## config.mk

```make
export PLATFORM = sky130hd
export DESIGN_NAME = text_console_cursor_controller_core
export DESIGN_NICKNAME = d
export VERILOG_FILES = /design/src/rtl/core/tccc_pkg.sv /design/src/rtl/core/tccc_step.sv /design/src/rtl/core/text_console_cursor_controller_core.sv
export VERILOG_INCLUDE_DIRS = /design/src /design/src/rtl/core
export SDC_FILE = /design/constraint.sdc
export NUM_CORES = 1
export LEC_CHECK = 0
export ABC_AREA = 1
export BUFFER_PORTS_ARGS = -buffer_cell sky130_fd_sc_hd__buf_4
export CORE_MARGIN = 4
export CORE_UTILIZATION = 45
export CTS_BUF_LIST = sky130_fd_sc_hd__clkbuf_4 sky130_fd_sc_hd__clkbuf_8 sky130_fd_sc_hd__clkbuf_16
export DETAILED_ROUTE_END_ITERATION = 6
export PLACE_DENSITY_LB_ADDON = 0.1
export SLEW_MARGIN = 20
export SYNTH_ARGS = -nofsm -noshare
export SYNTH_HDL_FRONTEND = slang
export SYNTH_SLANG_ARGS = --single-unit
```

## constraint.sdc

```tcl
create_clock -name clk -period 7 [get_ports clk]
set_input_delay 1.05 -clock clk [delete_from_list [all_inputs] [get_ports clk]]
set_output_delay 1.05 -clock clk [all_outputs]
set_load 0.005 [all_outputs]
```

## src/rtl/core/text_console_cursor_controller_core_macros.svh

```systemverilog
// Assertion macros for the console cursor controller.
// Each macro expects signals named clk and rst_n in the scope where it is used.
`ifndef TEXT_CONSOLE_CURSOR_CONTROLLER_CORE_MACROS_SVH
`define TEXT_CONSOLE_CURSOR_CONTROLLER_CORE_MACROS_SVH

// The consequent must hold in the same cycle as the antecedent.
`define TCCC_ASSERT_SAME(label, ante, cons) \
  label: assert property (@(posedge clk) disable iff (!rst_n) (ante) |-> (cons)) \
    else $error("tccc assertion failed");

// The consequent must hold in the cycle after the antecedent.
`define TCCC_ASSERT_NEXT(label, ante, cons) \
  label: assert property (@(posedge clk) disable iff (!rst_n) (ante) |=> (cons)) \
    else $error("tccc assertion failed");

`endif

```

## src/rtl/core/tccc_pkg.sv

```systemverilog
`timescale 1ns / 1ps

package tccc_pkg;

  localparam int ORIGIN_X_W = 14;
  localparam int ORIGIN_Y_W = 15;

  localparam logic [1:0] MODE_CHAR   = 2'd0;
  localparam logic [1:0] MODE_SETPOS = 2'd1;
  localparam logic [1:0] MODE_CLEAR  = 2'd2;

  localparam logic [7:0] CH_CR  = 8'd13;
  localparam logic [7:0] CH_LF  = 8'd10;
  localparam logic [7:0] CH_TAB = 8'd9;
  localparam logic [7:0] CH_BS  = 8'd8;

  localparam logic [8:0] TAB_STEP = 9'd8;
  localparam logic [8:0] TAB_MASK = ~9'd7;

  localparam logic [1:0] REG_MAX_COLS   = 2'd0;
  localparam logic [1:0] REG_MAX_ROWS   = 2'd1;
  localparam logic [1:0] REG_FONT_SCALE = 2'd2;

  localparam logic [7:0] MAX_COLS_RST   = 8'd80;
  localparam logic [7:0] MAX_ROWS_RST   = 8'd25;
  localparam logic [3:0] FONT_SCALE_RST = 4'd1;

  typedef struct packed {
    logic [7:0] max_cols;
    logic [7:0] max_rows;
    logic [3:0] font_scale;
  } cfg_t;

  typedef struct packed {
    logic                  draw;
    logic [7:0]            glyph_code;
    logic [ORIGIN_X_W-1:0] origin_x;
    logic [ORIGIN_Y_W-1:0] origin_y;
    logic                  clear_screen;
    logic [7:0]            cursor_row;
    logic [7:0]            cursor_col;
  } res_t;

endpackage

```

## src/rtl/core/tccc_step.sv

```systemverilog
`timescale 1ns / 1ps

module tccc_step #(
  parameter int GLYPH_WIDTH  = 8,
  parameter int GLYPH_HEIGHT = 16
) (
  input  logic [1:0]     mode,
  input  logic [7:0]     char_code,
  input  logic [7:0]     target_row,
  input  logic [7:0]     target_col,
  input  logic [7:0]     cursor_row,
  input  logic [7:0]     cursor_col,
  input  tccc_pkg::cfg_t cfg,
  output tccc_pkg::res_t res
);

  localparam int XW = 12 + $clog2(GLYPH_WIDTH + 1);
  localparam int YW = 12 + $clog2(GLYPH_HEIGHT + 1);

  logic [7:0]    eff_cols;
  logic [7:0]    eff_rows;
  logic [7:0]    row_inc;
  logic [7:0]    nl_row;
  logic [8:0]    tab_col;
  logic [8:0]    inc_col;
  logic [7:0]    col_lim;
  logic [7:0]    row_lim;
  logic [XW-1:0] prod_x;
  logic [YW-1:0] prod_y;

  assign eff_cols = (cfg.max_cols == 8'd0) ? 8'd1 : cfg.max_cols;
  assign eff_rows = (cfg.max_rows == 8'd0) ? 8'd1 : cfg.max_rows;
  assign col_lim  = eff_cols - 8'd1;
  assign row_lim  = eff_rows - 8'd1;
  assign row_inc  = cursor_row + 8'd1;
  assign nl_row   = (row_inc >= eff_rows) ? 8'd0 : row_inc;
  assign tab_col  = ({1'b0, cursor_col} + tccc_pkg::TAB_STEP) & tccc_pkg::TAB_MASK;
  assign inc_col  = {1'b0, cursor_col} + 9'd1;

  assign prod_x = XW'(cursor_col) * XW'(cfg.font_scale) * XW'(GLYPH_WIDTH);
  assign prod_y = YW'(cursor_row) * YW'(cfg.font_scale) * YW'(GLYPH_HEIGHT);

  always_comb begin
    res              = '0;
    res.cursor_row   = cursor_row;
    res.cursor_col   = cursor_col;
    unique case (mode)
      tccc_pkg::MODE_CHAR: begin
        unique case (char_code)
          tccc_pkg::CH_CR: begin
            res.cursor_col = 8'd0;
          end
          tccc_pkg::CH_LF: begin
            res.cursor_col = 8'd0;
            res.cursor_row = nl_row;
          end
          tccc_pkg::CH_TAB: begin
            if (tab_col >= {1'b0, eff_cols}) begin
              res.cursor_col = 8'd0;
              res.cursor_row = nl_row;
            end else begin
              res.cursor_col = tab_col[7:0];
            end
          end
          tccc_pkg::CH_BS: begin
            if (cursor_col == 8'd0) begin
              res.cursor_col = col_lim;
              res.cursor_row = (cursor_row != 8'd0) ? (cursor_row - 8'd1) : 8'd0;
            end else begin
              res.cursor_col = cursor_col - 8'd1;
            end
          end
          default: begin
            res.draw       = 1'b1;
            res.glyph_code = char_code;
            res.origin_x   = prod_x[tccc_pkg::ORIGIN_X_W-1:0];
            res.origin_y   = prod_y[tccc_pkg::ORIGIN_Y_W-1:0];
            if (inc_col >= {1'b0, eff_cols}) begin
              res.cursor_col = 8'd0;
              res.cursor_row = nl_row;
            end else begin
              res.cursor_col = inc_col[7:0];
            end
          end
        endcase
      end
      tccc_pkg::MODE_SETPOS: begin
        res.cursor_row = (target_row > row_lim) ? row_lim : target_row;
        res.cursor_col = (target_col > col_lim) ? col_lim : target_col;
      end
      tccc_pkg::MODE_CLEAR: begin
        res.cursor_row   = 8'd0;
        res.cursor_col   = 8'd0;
        res.clear_screen = 1'b1;
      end
      default: begin
        res.cursor_row = cursor_row;
      end
    endcase
  end

endmodule

```

## src/rtl/core/text_console_cursor_controller_core.sv

```systemverilog
`timescale 1ns / 1ps
// Cursor controller for a character-cell text console without scrolling.
// Input beats carry a character, a set-position request or a clear request;
// the kind travels in in_tuser. Every input beat yields exactly one output
// beat with the cursor after the item, a glyph draw command for every code
// other than CR, LF, tab and backspace, and a clear flag for clear requests.
// An input beat lands in an input register; the step logic between that
// register and the output register updates the cursor, and the result is
// held in the output register until the receiver takes it.
// One item is taken every cycle while out_tready stays high; the rate is set
// by the single cursor update between the two registers.
// When the receiver stalls, the output beat holds and the input register
// still takes one more beat; after that in_tready drops until a beat leaves.
// Configuration writes on the cfg channel are always taken and must only be
// issued while no item is in flight.
// Reset clears the cursor to row 0, column 0, loads 80 columns, 25 rows and
// scale 1, and empties both registers.

`include "text_console_cursor_controller_core_macros.svh"

module text_console_cursor_controller_core #(
  parameter int GLYPH_WIDTH  = 8,
  parameter int GLYPH_HEIGHT = 16
) (
  input  logic        clk,
  input  logic        rst_n,
  input  logic        in_tvalid,
  output logic        in_tready,
  input  logic [23:0] in_tdata,   // char_code, target_row, target_col
  input  logic [1:0]  in_tuser,   // mode
  output logic        out_tvalid,
  input  logic        out_tready,
  output logic [55:0] out_tdata,  // glyph_code, origin_x, origin_y, cursor_row_out,
                                  // cursor_col_out, zero pad
  output logic [1:0]  out_tuser,  // draw, clear_screen
  input  logic        cfg_valid,
  output logic        cfg_ready,
  input  logic [1:0]  cfg_index,
  input  logic [7:0]  cfg_data
);

  logic           in_v_r;
  logic [1:0]     in_mode_r;
  logic [7:0]     in_char_r;
  logic [7:0]     in_trow_r;
  logic [7:0]     in_tcol_r;
  logic [7:0]     cursor_row_r;
  logic [7:0]     cursor_col_r;
  tccc_pkg::cfg_t cfg_r;
  logic           out_v_r;
  tccc_pkg::res_t out_res_r;
  tccc_pkg::res_t out_res_nxt;
  logic           out_adv;
  logic           step_fire;

  assign cfg_ready = 1'b1;
  assign out_adv   = !out_v_r || out_tready;
  assign step_fire = in_v_r && out_adv;
  assign in_tready = !in_v_r || out_adv;

  always_ff @(posedge clk) begin
    if (!rst_n) begin
      cfg_r.max_cols   <= tccc_pkg::MAX_COLS_RST;
      cfg_r.max_rows   <= tccc_pkg::MAX_ROWS_RST;
      cfg_r.font_scale <= tccc_pkg::FONT_SCALE_RST;
    end else if (cfg_valid && cfg_ready) begin
      unique case (cfg_index)
        tccc_pkg::REG_MAX_COLS:   cfg_r.max_cols   <= cfg_data;
        tccc_pkg::REG_MAX_ROWS:   cfg_r.max_rows   <= cfg_data;
        tccc_pkg::REG_FONT_SCALE: cfg_r.font_scale <= cfg_data[3:0];
        default: begin
        end
      endcase
    end
  end

  always_ff @(posedge clk) begin
    if (!rst_n) begin
      in_v_r <= 1'b0;
    end else if (in_tready) begin
      in_v_r <= in_tvalid;
    end
  end

  always_ff @(posedge clk) begin
    if (in_tvalid && in_tready) begin
      in_mode_r <= in_tuser;
      in_char_r <= in_tdata[7:0];
      in_trow_r <= in_tdata[15:8];
      in_tcol_r <= in_tdata[23:16];
    end
  end

  tccc_step #(
    .GLYPH_WIDTH (GLYPH_WIDTH),
    .GLYPH_HEIGHT(GLYPH_HEIGHT)
  ) u_step (
    .mode      (in_mode_r),
    .char_code (in_char_r),
    .target_row(in_trow_r),
    .target_col(in_tcol_r),
    .cursor_row(cursor_row_r),
    .cursor_col(cursor_col_r),
    .cfg       (cfg_r),
    .res       (out_res_nxt)
  );

  always_ff @(posedge clk) begin
    if (!rst_n) begin
      out_v_r      <= 1'b0;
      cursor_row_r <= 8'd0;
      cursor_col_r <= 8'd0;
    end else begin
      if (out_adv) begin
        out_v_r <= in_v_r;
      end
      if (step_fire) begin
        cursor_row_r <= out_res_nxt.cursor_row;
        cursor_col_r <= out_res_nxt.cursor_col;
      end
    end
  end

  always_ff @(posedge clk) begin
    if (step_fire) begin
      out_res_r <= out_res_nxt;
    end
  end

  assign out_tvalid = out_v_r;
  assign out_tuser  = {out_res_r.clear_screen, out_res_r.draw};
  assign out_tdata  = {3'b000, out_res_r.cursor_col, out_res_r.cursor_row,
                       out_res_r.origin_y, out_res_r.origin_x, out_res_r.glyph_code};

  `TCCC_ASSERT_SAME(a_cursor_matches_out, out_v_r,
    cursor_row_r == out_res_r.cursor_row && cursor_col_r == out_res_r.cursor_col)
  `TCCC_ASSERT_SAME(a_clear_homes, out_v_r && out_res_r.clear_screen,
    out_res_r.cursor_row == 8'd0 && out_res_r.cursor_col == 8'd0 && !out_res_r.draw)
  `TCCC_ASSERT_SAME(a_no_draw_zero, out_v_r && !out_res_r.draw,
    out_res_r.glyph_code == 8'd0 && out_res_r.origin_x == '0 && out_res_r.origin_y == '0)
  `TCCC_ASSERT_SAME(a_stall_full, !in_tready, in_v_r && out_v_r && !out_tready)

endmodule
```

## After elaboration in Yosys (flattened, before gate mapping)

Cells that the tools add are included.

- Register bits after elaboration: 119
- Input bits: 41

- Add/subtract/negate cells: 7
- $mul: 2
- Order comparisons: 5
- Equal/unequal tests: 8
- Mux-type cells: 18
- Bitwise operators: 1
- Reduce and logical (&&, ||, !) cells: 18

Operator list:

| cell | number |
|---|---|
| 8-bit two-way mux | 12 |
| 8-bit case mux with 3 select lines | 3 |
| 38-bit two-way mux | 1 |
| 8-bit by 4-bit equality test with 1-bit output (second input constant) | 4 |
| 8-bit case mux with 4 select lines | 1 |
| 8-bit by 1-bit subtractor with 8-bit output (second input constant) | 4 |
| 8-bit zero test | 3 |
| 8-bit by 4-bit multiplier with 11-bit output | 2 |
| 9-bit by 8-bit greater-or-equal comparator with 1-bit output | 2 |
| 8-bit > comparator | 2 |
| 8-bit by 1-bit adder with 9-bit output (second input constant) | 1 |
| 8-bit by 4-bit adder with 9-bit output (second input constant) | 1 |
| 8-bit by 1-bit adder with 8-bit output (second input constant) | 1 |
| 8-bit greater-or-equal comparator | 1 |
| 8-bit nonzero test | 1 |
| 2-bit AND reduction | 3 |
| 5-bit OR reduction | 1 |
| 2-bit by 1-bit equality test with 1-bit output (second input constant) | 2 |
| 2-bit equality test (second input constant) | 2 |
| 2-bit zero test | 2 |
| 4-bit OR reduction | 1 |
| 1-bit logical AND | 2 |
| 1-bit zero test | 2 |
| 1-bit logical OR | 2 |
| 3 further kinds | 3 |

## Depth between registers and ports, before layout

- Depth in word-level cells: 7
- Gate-level depth with buffers: 24
- Depth with buffers taken out: 24

## Modules after synthesis

From an unflattened synthesis, not the netlist that was laid out.

- Cell total of the unflattened synthesis: 1291
- Area, all modules: 9640.5 µm²

Modules (own cells, without submodules):

| module | times used | cells an instance | area each (µm²) | seq. area each (µm²) |
|---|---|---|---|---|
| tccc_step | 1 | 966 | 5487.8 | 0.0 |
| text_console_cursor_controller_core | 1 | 325 | 4152.7 | 3193.1 |

## Worst setup path before layout

Ideal clock, no wire load.

- Kind: register to register
- Start point: register cfg_r[3] (netlist name)
- End point: register out_res_r (netlist bit out_tdata[21]), data pin
- Setup time: 0.254 ns
- Arrival: 3.453 ns
- Required time: 6.746 ns
- Path slack: 3.292 ns
- Cell stages (with the launch flop): 19
- Path buffers: 2
- Period minus slack after synthesis: 3.708 ns
- Cell sequence: dfxtp_1 -> clkbuf_1 -> clkbuf_1 -> nand2_1 -> fa_1 -> fa_1 -> inv_1 -> fa_1 -> nand2_1 -> inv_1 -> o21ai_0 -> nand2_1 -> nand2_1 -> nand2_1 -> a21oi_1 -> nor2_1 -> o21ai_0 -> nand2_1 -> o21a_1

- Cells in the longest elaborated chain, start to end: 1

RTL lines:

| what | line | text |
|---|---|---|
| from (decl) | text_console_cursor_controller_core.sv:49 | `tccc_pkg::cfg_t cfg_r;` |
| 8-bit by 4-bit multiplier with 11-bit output | tccc_step.sv:40 | `assign prod_x = XW'(cursor_col) * XW'(cfg.font_scale) * XW'(GLYPH_WIDTH);` |
| to (signal assigned) | text_console_cursor_controller_core.sv:126 | `out_res_r <= out_res_nxt;` |
| to (decl) | text_console_cursor_controller_core.sv:51 | `tccc_pkg::res_t out_res_r;` |

Every way passes these cells.
A chain may end at the register's enable or synchronous reset.

## Worst setup path in the final report

Same ends and word-level chain as after synthesis.

==> results.sh <==
export IMPL_initial_core_util_pct=45.6
export IMPL_dpl_cell_area_sq_um=9620
export IMPL_vdd_ir_drop_max_mv=0.116
export IMPL_placed_cells=1493
export IMPL_rrSetupSlack_ps=3180
export IMPL_synthCells=1173
export IMPL_avgSynthCellArea_sq_um=7.54
export IMPL_die_area_sq_um=22000
export IMPL_hold_buffers=0
export IMPL_ant_nets=0
export IMPL_power_density_nw_per_um2=169
export IMPL_remaining_drc_errors=0
export IMPL_grt_pass1_vias=7076
export IMPL_critPathMaxStageDelay_ps=690
export IMPL_num_io_pins=102
export IMPL_antenna_found_initial=0
export IMPL_fin_area_sq_um=9900
export IMPL_final_util_pct=51.0
export IMPL_die_y_microns=148
export IMPL_worstPathArrival_ps=3940
export IMPL_ctsResizeCount=0
export IMPL_clk_pin_slew_ps=70
export IMPL_cts_tree="yes"
export IMPL_syn_area_sq_um=8840
export IMPL_cap_violations=0
export IMPL_finalPower_w=0.00168
export IMPL_drt_iter0_markers=400
export IMPL_crit_top_cell="nand2_1"
export IMPL_gp_congestion=0.990
export IMPL_grt_pass1_wl_microns=36900
export IMPL_cp_slowest_cell="dfxtp_1"
export IMPL_finalCritPeriodShare_pct=54.6
export IMPL_crit_path_end="out_tdata[21]$_SDFFCE_PP0P_"
export IMPL_power_leakage_nw=5.10
export IMPL_cp_end_kind="register"
export IMPL_start_kind="register"
export IMPL_min_path_cells=2
export IMPL_cts_made_buffers=9
export IMPL_wl_microns=22500
export IMPL_period_minus_slack_ps=3820
export IMPL_post_cts_setup_buffers=0
export IMPL_synth_cell_types=43
export IMPL_hpwl_microns=17700
export IMPL_cp_max_fo=17
export IMPL_grt_use_total_pct=21.1
export IMPL_drv_slew=0
export IMPL_via_per_inst=4.99
export IMPL_r2r_cells=16
export IMPL_ys_ff_latch=112
export IMPL_insertion_delay_ps=360
export IMPL_drive_above_1_share_pct=11.8
export IMPL_gr_total_overflow=0
export IMPL_worstMarginPinSlew_ps=1020
export IMPL_vias=7533
export IMPL_antenna_cells=0
export IMPL_io_buffer_count=90
export IMPL_startpoint="cfg_r[3]$_SDFFE_PN0P_"
export IMPL_cp_cell_sequence="nand2_1, fa_1, fa_1, inv_1, fa_1, nand2_1, inv_1, o21ai_0, nand2_1, nand2_1, nand2_1, a21oi_1, nor2_1, o21ai_0, nand2_1, o21a_1"
export IMPL_fin_cells=1509
export IMPL_fin_tns_setup_ps=0
export IMPL_critPathRequiredTime_ps=7120
export IMPL_rsz0062_at_grt="no"
export IMPL_wl_per_cell_microns=14.9
export IMPL_htreeDepth=3
export IMPL_cts_buffer_depth=2
export IMPL_ys_seq_area_share_pct=33.7
export IMPL_outcome="finished, final reports clean"
export IMPL_critical_path_class="register to register"
export IMPL_hold_viol=0
export IMPL_reg2reg_from="cfg_r[3]$_SDFFE_PN0P_"
export IMPL_drtPass1Iterations=5
export IMPL_regToRegEndpoint="out_tdata[21]$_SDFFCE_PP0P_"
export IMPL_cts_root_buf="clkbuf_16"
export IMPL_rows=51
export IMPL_area_growth_pct=11.9
export IMPL_hold_class="register to register"
export IMPL_core_area_sq_um=19400
export IMPL_finalSetupViolCount=0
export IMPL_die_width_microns=148
export IMPL_cts_sinks=112
export IMPL_ys_warn_count=0
export IMPL_fmax_ghz=0.262
export IMPL_fin_nets=1379
export IMPL_slew_headroom_pct=31.6
export IMPL_grt_max_degree=49
export IMPL_fin_skew_ps=8.91
## logic make-up (layout without fill, tap and decap cells)
kind of cell	after synthesis	in the layout	share of synthesized area, %
fa+ha+maj	99	99	16.0
xor+xnor	25	25	2.48
buf+inv	249	311	11.9
compound gates	152	152	9.41
simple gates	534	534	26.4
flops	112	112	33.7
other cells	2	11	0.0849
## layout make-up
cell class              instances  area (sq um)
fillers                      1950          9500
flip-flops and latches        112          2980
multi-input cells             821          4840
clock inverters                 5          33.8
repair buffers                 94           706
well taps                     265           332
clock buffers                  11           240
inverters                     201           757
## synth_stat cells
library cell / number / area share, %
nand2_1: 282 / 12
inv_1: 192 / 8.1
nor2_1: 110 / 4.7
nand3_1: 79 / 4.5
ha_1: 75 / 11
edfxtp_1: 74 / 25
a21oi_1: 70 / 4.0
o21ai_0: 48 / 2.7
dfxtp_1: 38 / 8.6
fa_1: 24 / 5.4
xor2_1: 21 / 2.1
buf_4: 19 / 1.6
nand4_1: 18 / 1.3
nor3_1: 17 / 0.96
clkbuf_1: 15 / 0.64
o211ai_1: 12 / 1.0
buf_2: 10 / 0.57
nor2_4: 8 / 1.0
o21ai_1: 7 / 0.40
inv_2: 5 / 0.21
nand3_2: 5 / 0.57
nor2_2: 5 / 0.35
o21ai_2: 5 / 0.50
buf_6: 4 / 0.51
xnor2_1: 4 / 0.40
clkinv_1: 3 / 0.13
a31oi_1: 2 / 0.14
conb_1: 2 / 0.085
nand2_2: 2 / 0.14
nand4_2: 2 / 0.28
o21a_1: 2 / 0.17
o21bai_1: 2 / 0.17
a211oi_1: 1 / 0.085
a21boi_0: 1 / 0.085
a21o_1: 1 / 0.085
inv_4: 1 / 0.071
nand2_4: 1 / 0.13
nand3_4: 1 / 0.20
nand3b_1: 1 / 0.085
nor3_2: 1 / 0.11
nor3b_1: 1 / 0.085
nor4_1: 1 / 0.071
o31ai_1: 1 / 0.085
## layout by cell type (no fill, tap or decap), types with 4 or more instances in the layout
cell,Yosys,final
nand4_1,18,18
o21ai_2,5,5
o21ai_1,7,7
nor2_2,5,5
nor2_1,110,110
nand2_1,282,282
o21ai_0,48,48
nand3_1,79,79
conb_1,2,11
edfxtp_1,74,74
nand3_2,5,5
clkbuf_16,0,9
fa_1,24,24
xor2_1,21,21
inv_2,5,6
buf_4,19,94
a21oi_1,70,70
ha_1,75,75
dfxtp_1,38,38
nor3_1,17,17
o211ai_1,12,12
nor2_4,8,8
xnor2_1,4,4
inv_1,192,191
## flip-flops by register name, summed over array words and instances, names as in the netlist
name	flops
cursor_row_r	8
in_mode_r	2
in_v_r	1
out_tuser	2
in_char_r	8
in_trow_r	8
out_tdata	46
cursor_col_r	8
out_tvalid	1
cfg_r	20
in_tcol_r	8
## through the flow
stage,setup slack (ps),hold WS [ps]
after floorplan,3290,463
after global placement,3240,504
after detailed placement,3170,504
after CTS,3170,515
after global routing,2780,553
final,3180,512
## worst max-delay path: cells and delay by family, from the launching register on
kind | cells | cell delay (ps)
buffers and inverters | 2 | 110
flip-flops | 1 | 690
AND/OR/NAND/NOR | 7 | 610
adder cells (fa/ha/maj) | 3 | 1500
AO/OA/AOI/OAI | 4 | 680
## how the worst min path moves through the flow
| stage | from | to | slack [ps] |
|---|---|---|---|
| after CTS | cfg_r[4]$_SDFFE_PN1P_ | cfg_r[4]$_SDFFE_PN1P_ | 520 |
| after detailed placement | out_tvalid$_SDFFE_PN0P_ | out_tvalid$_SDFFE_PN0P_ | 500 |
| final | cfg_r[4]$_SDFFE_PN1P_ | cfg_r[4]$_SDFFE_PN1P_ | 510 |
| after floorplan | cfg_r[11]$_SDFFE_PN0P_ | cfg_r[11]$_SDFFE_PN0P_ | 460 |
| after global placement | cfg_r[4]$_SDFFE_PN1P_ | cfg_r[4]$_SDFFE_PN1P_ | 500 |
| after global routing | cfg_r[4]$_SDFFE_PN1P_ | cfg_r[4]$_SDFFE_PN1P_ | 550 |
## power breakdown
part / switching [W] / internal (W)
Sequential: 0.0000427 / 0.000747
Clock: 0.000243 / 0.000249
Combinational: 0.000252 / 0.000142
Total: 0.000537 / 0.00114
## layer usage
layer / up-vias / GRT usage [%] / routed length [microns] / share of wire, %
li1: 3881 / - / - / -
met1: 3386 / 29.8 / 10700 / 47
met2: 235 / 33.1 / 9930 / 44
met3: 31 / 3.56 / 1430 / 6.3
met4: 0 / 6.88 / 515 / 2.3
met5: - / 0 / 0 / 0
No activity file was read; power rests on OpenSTA's default activity.
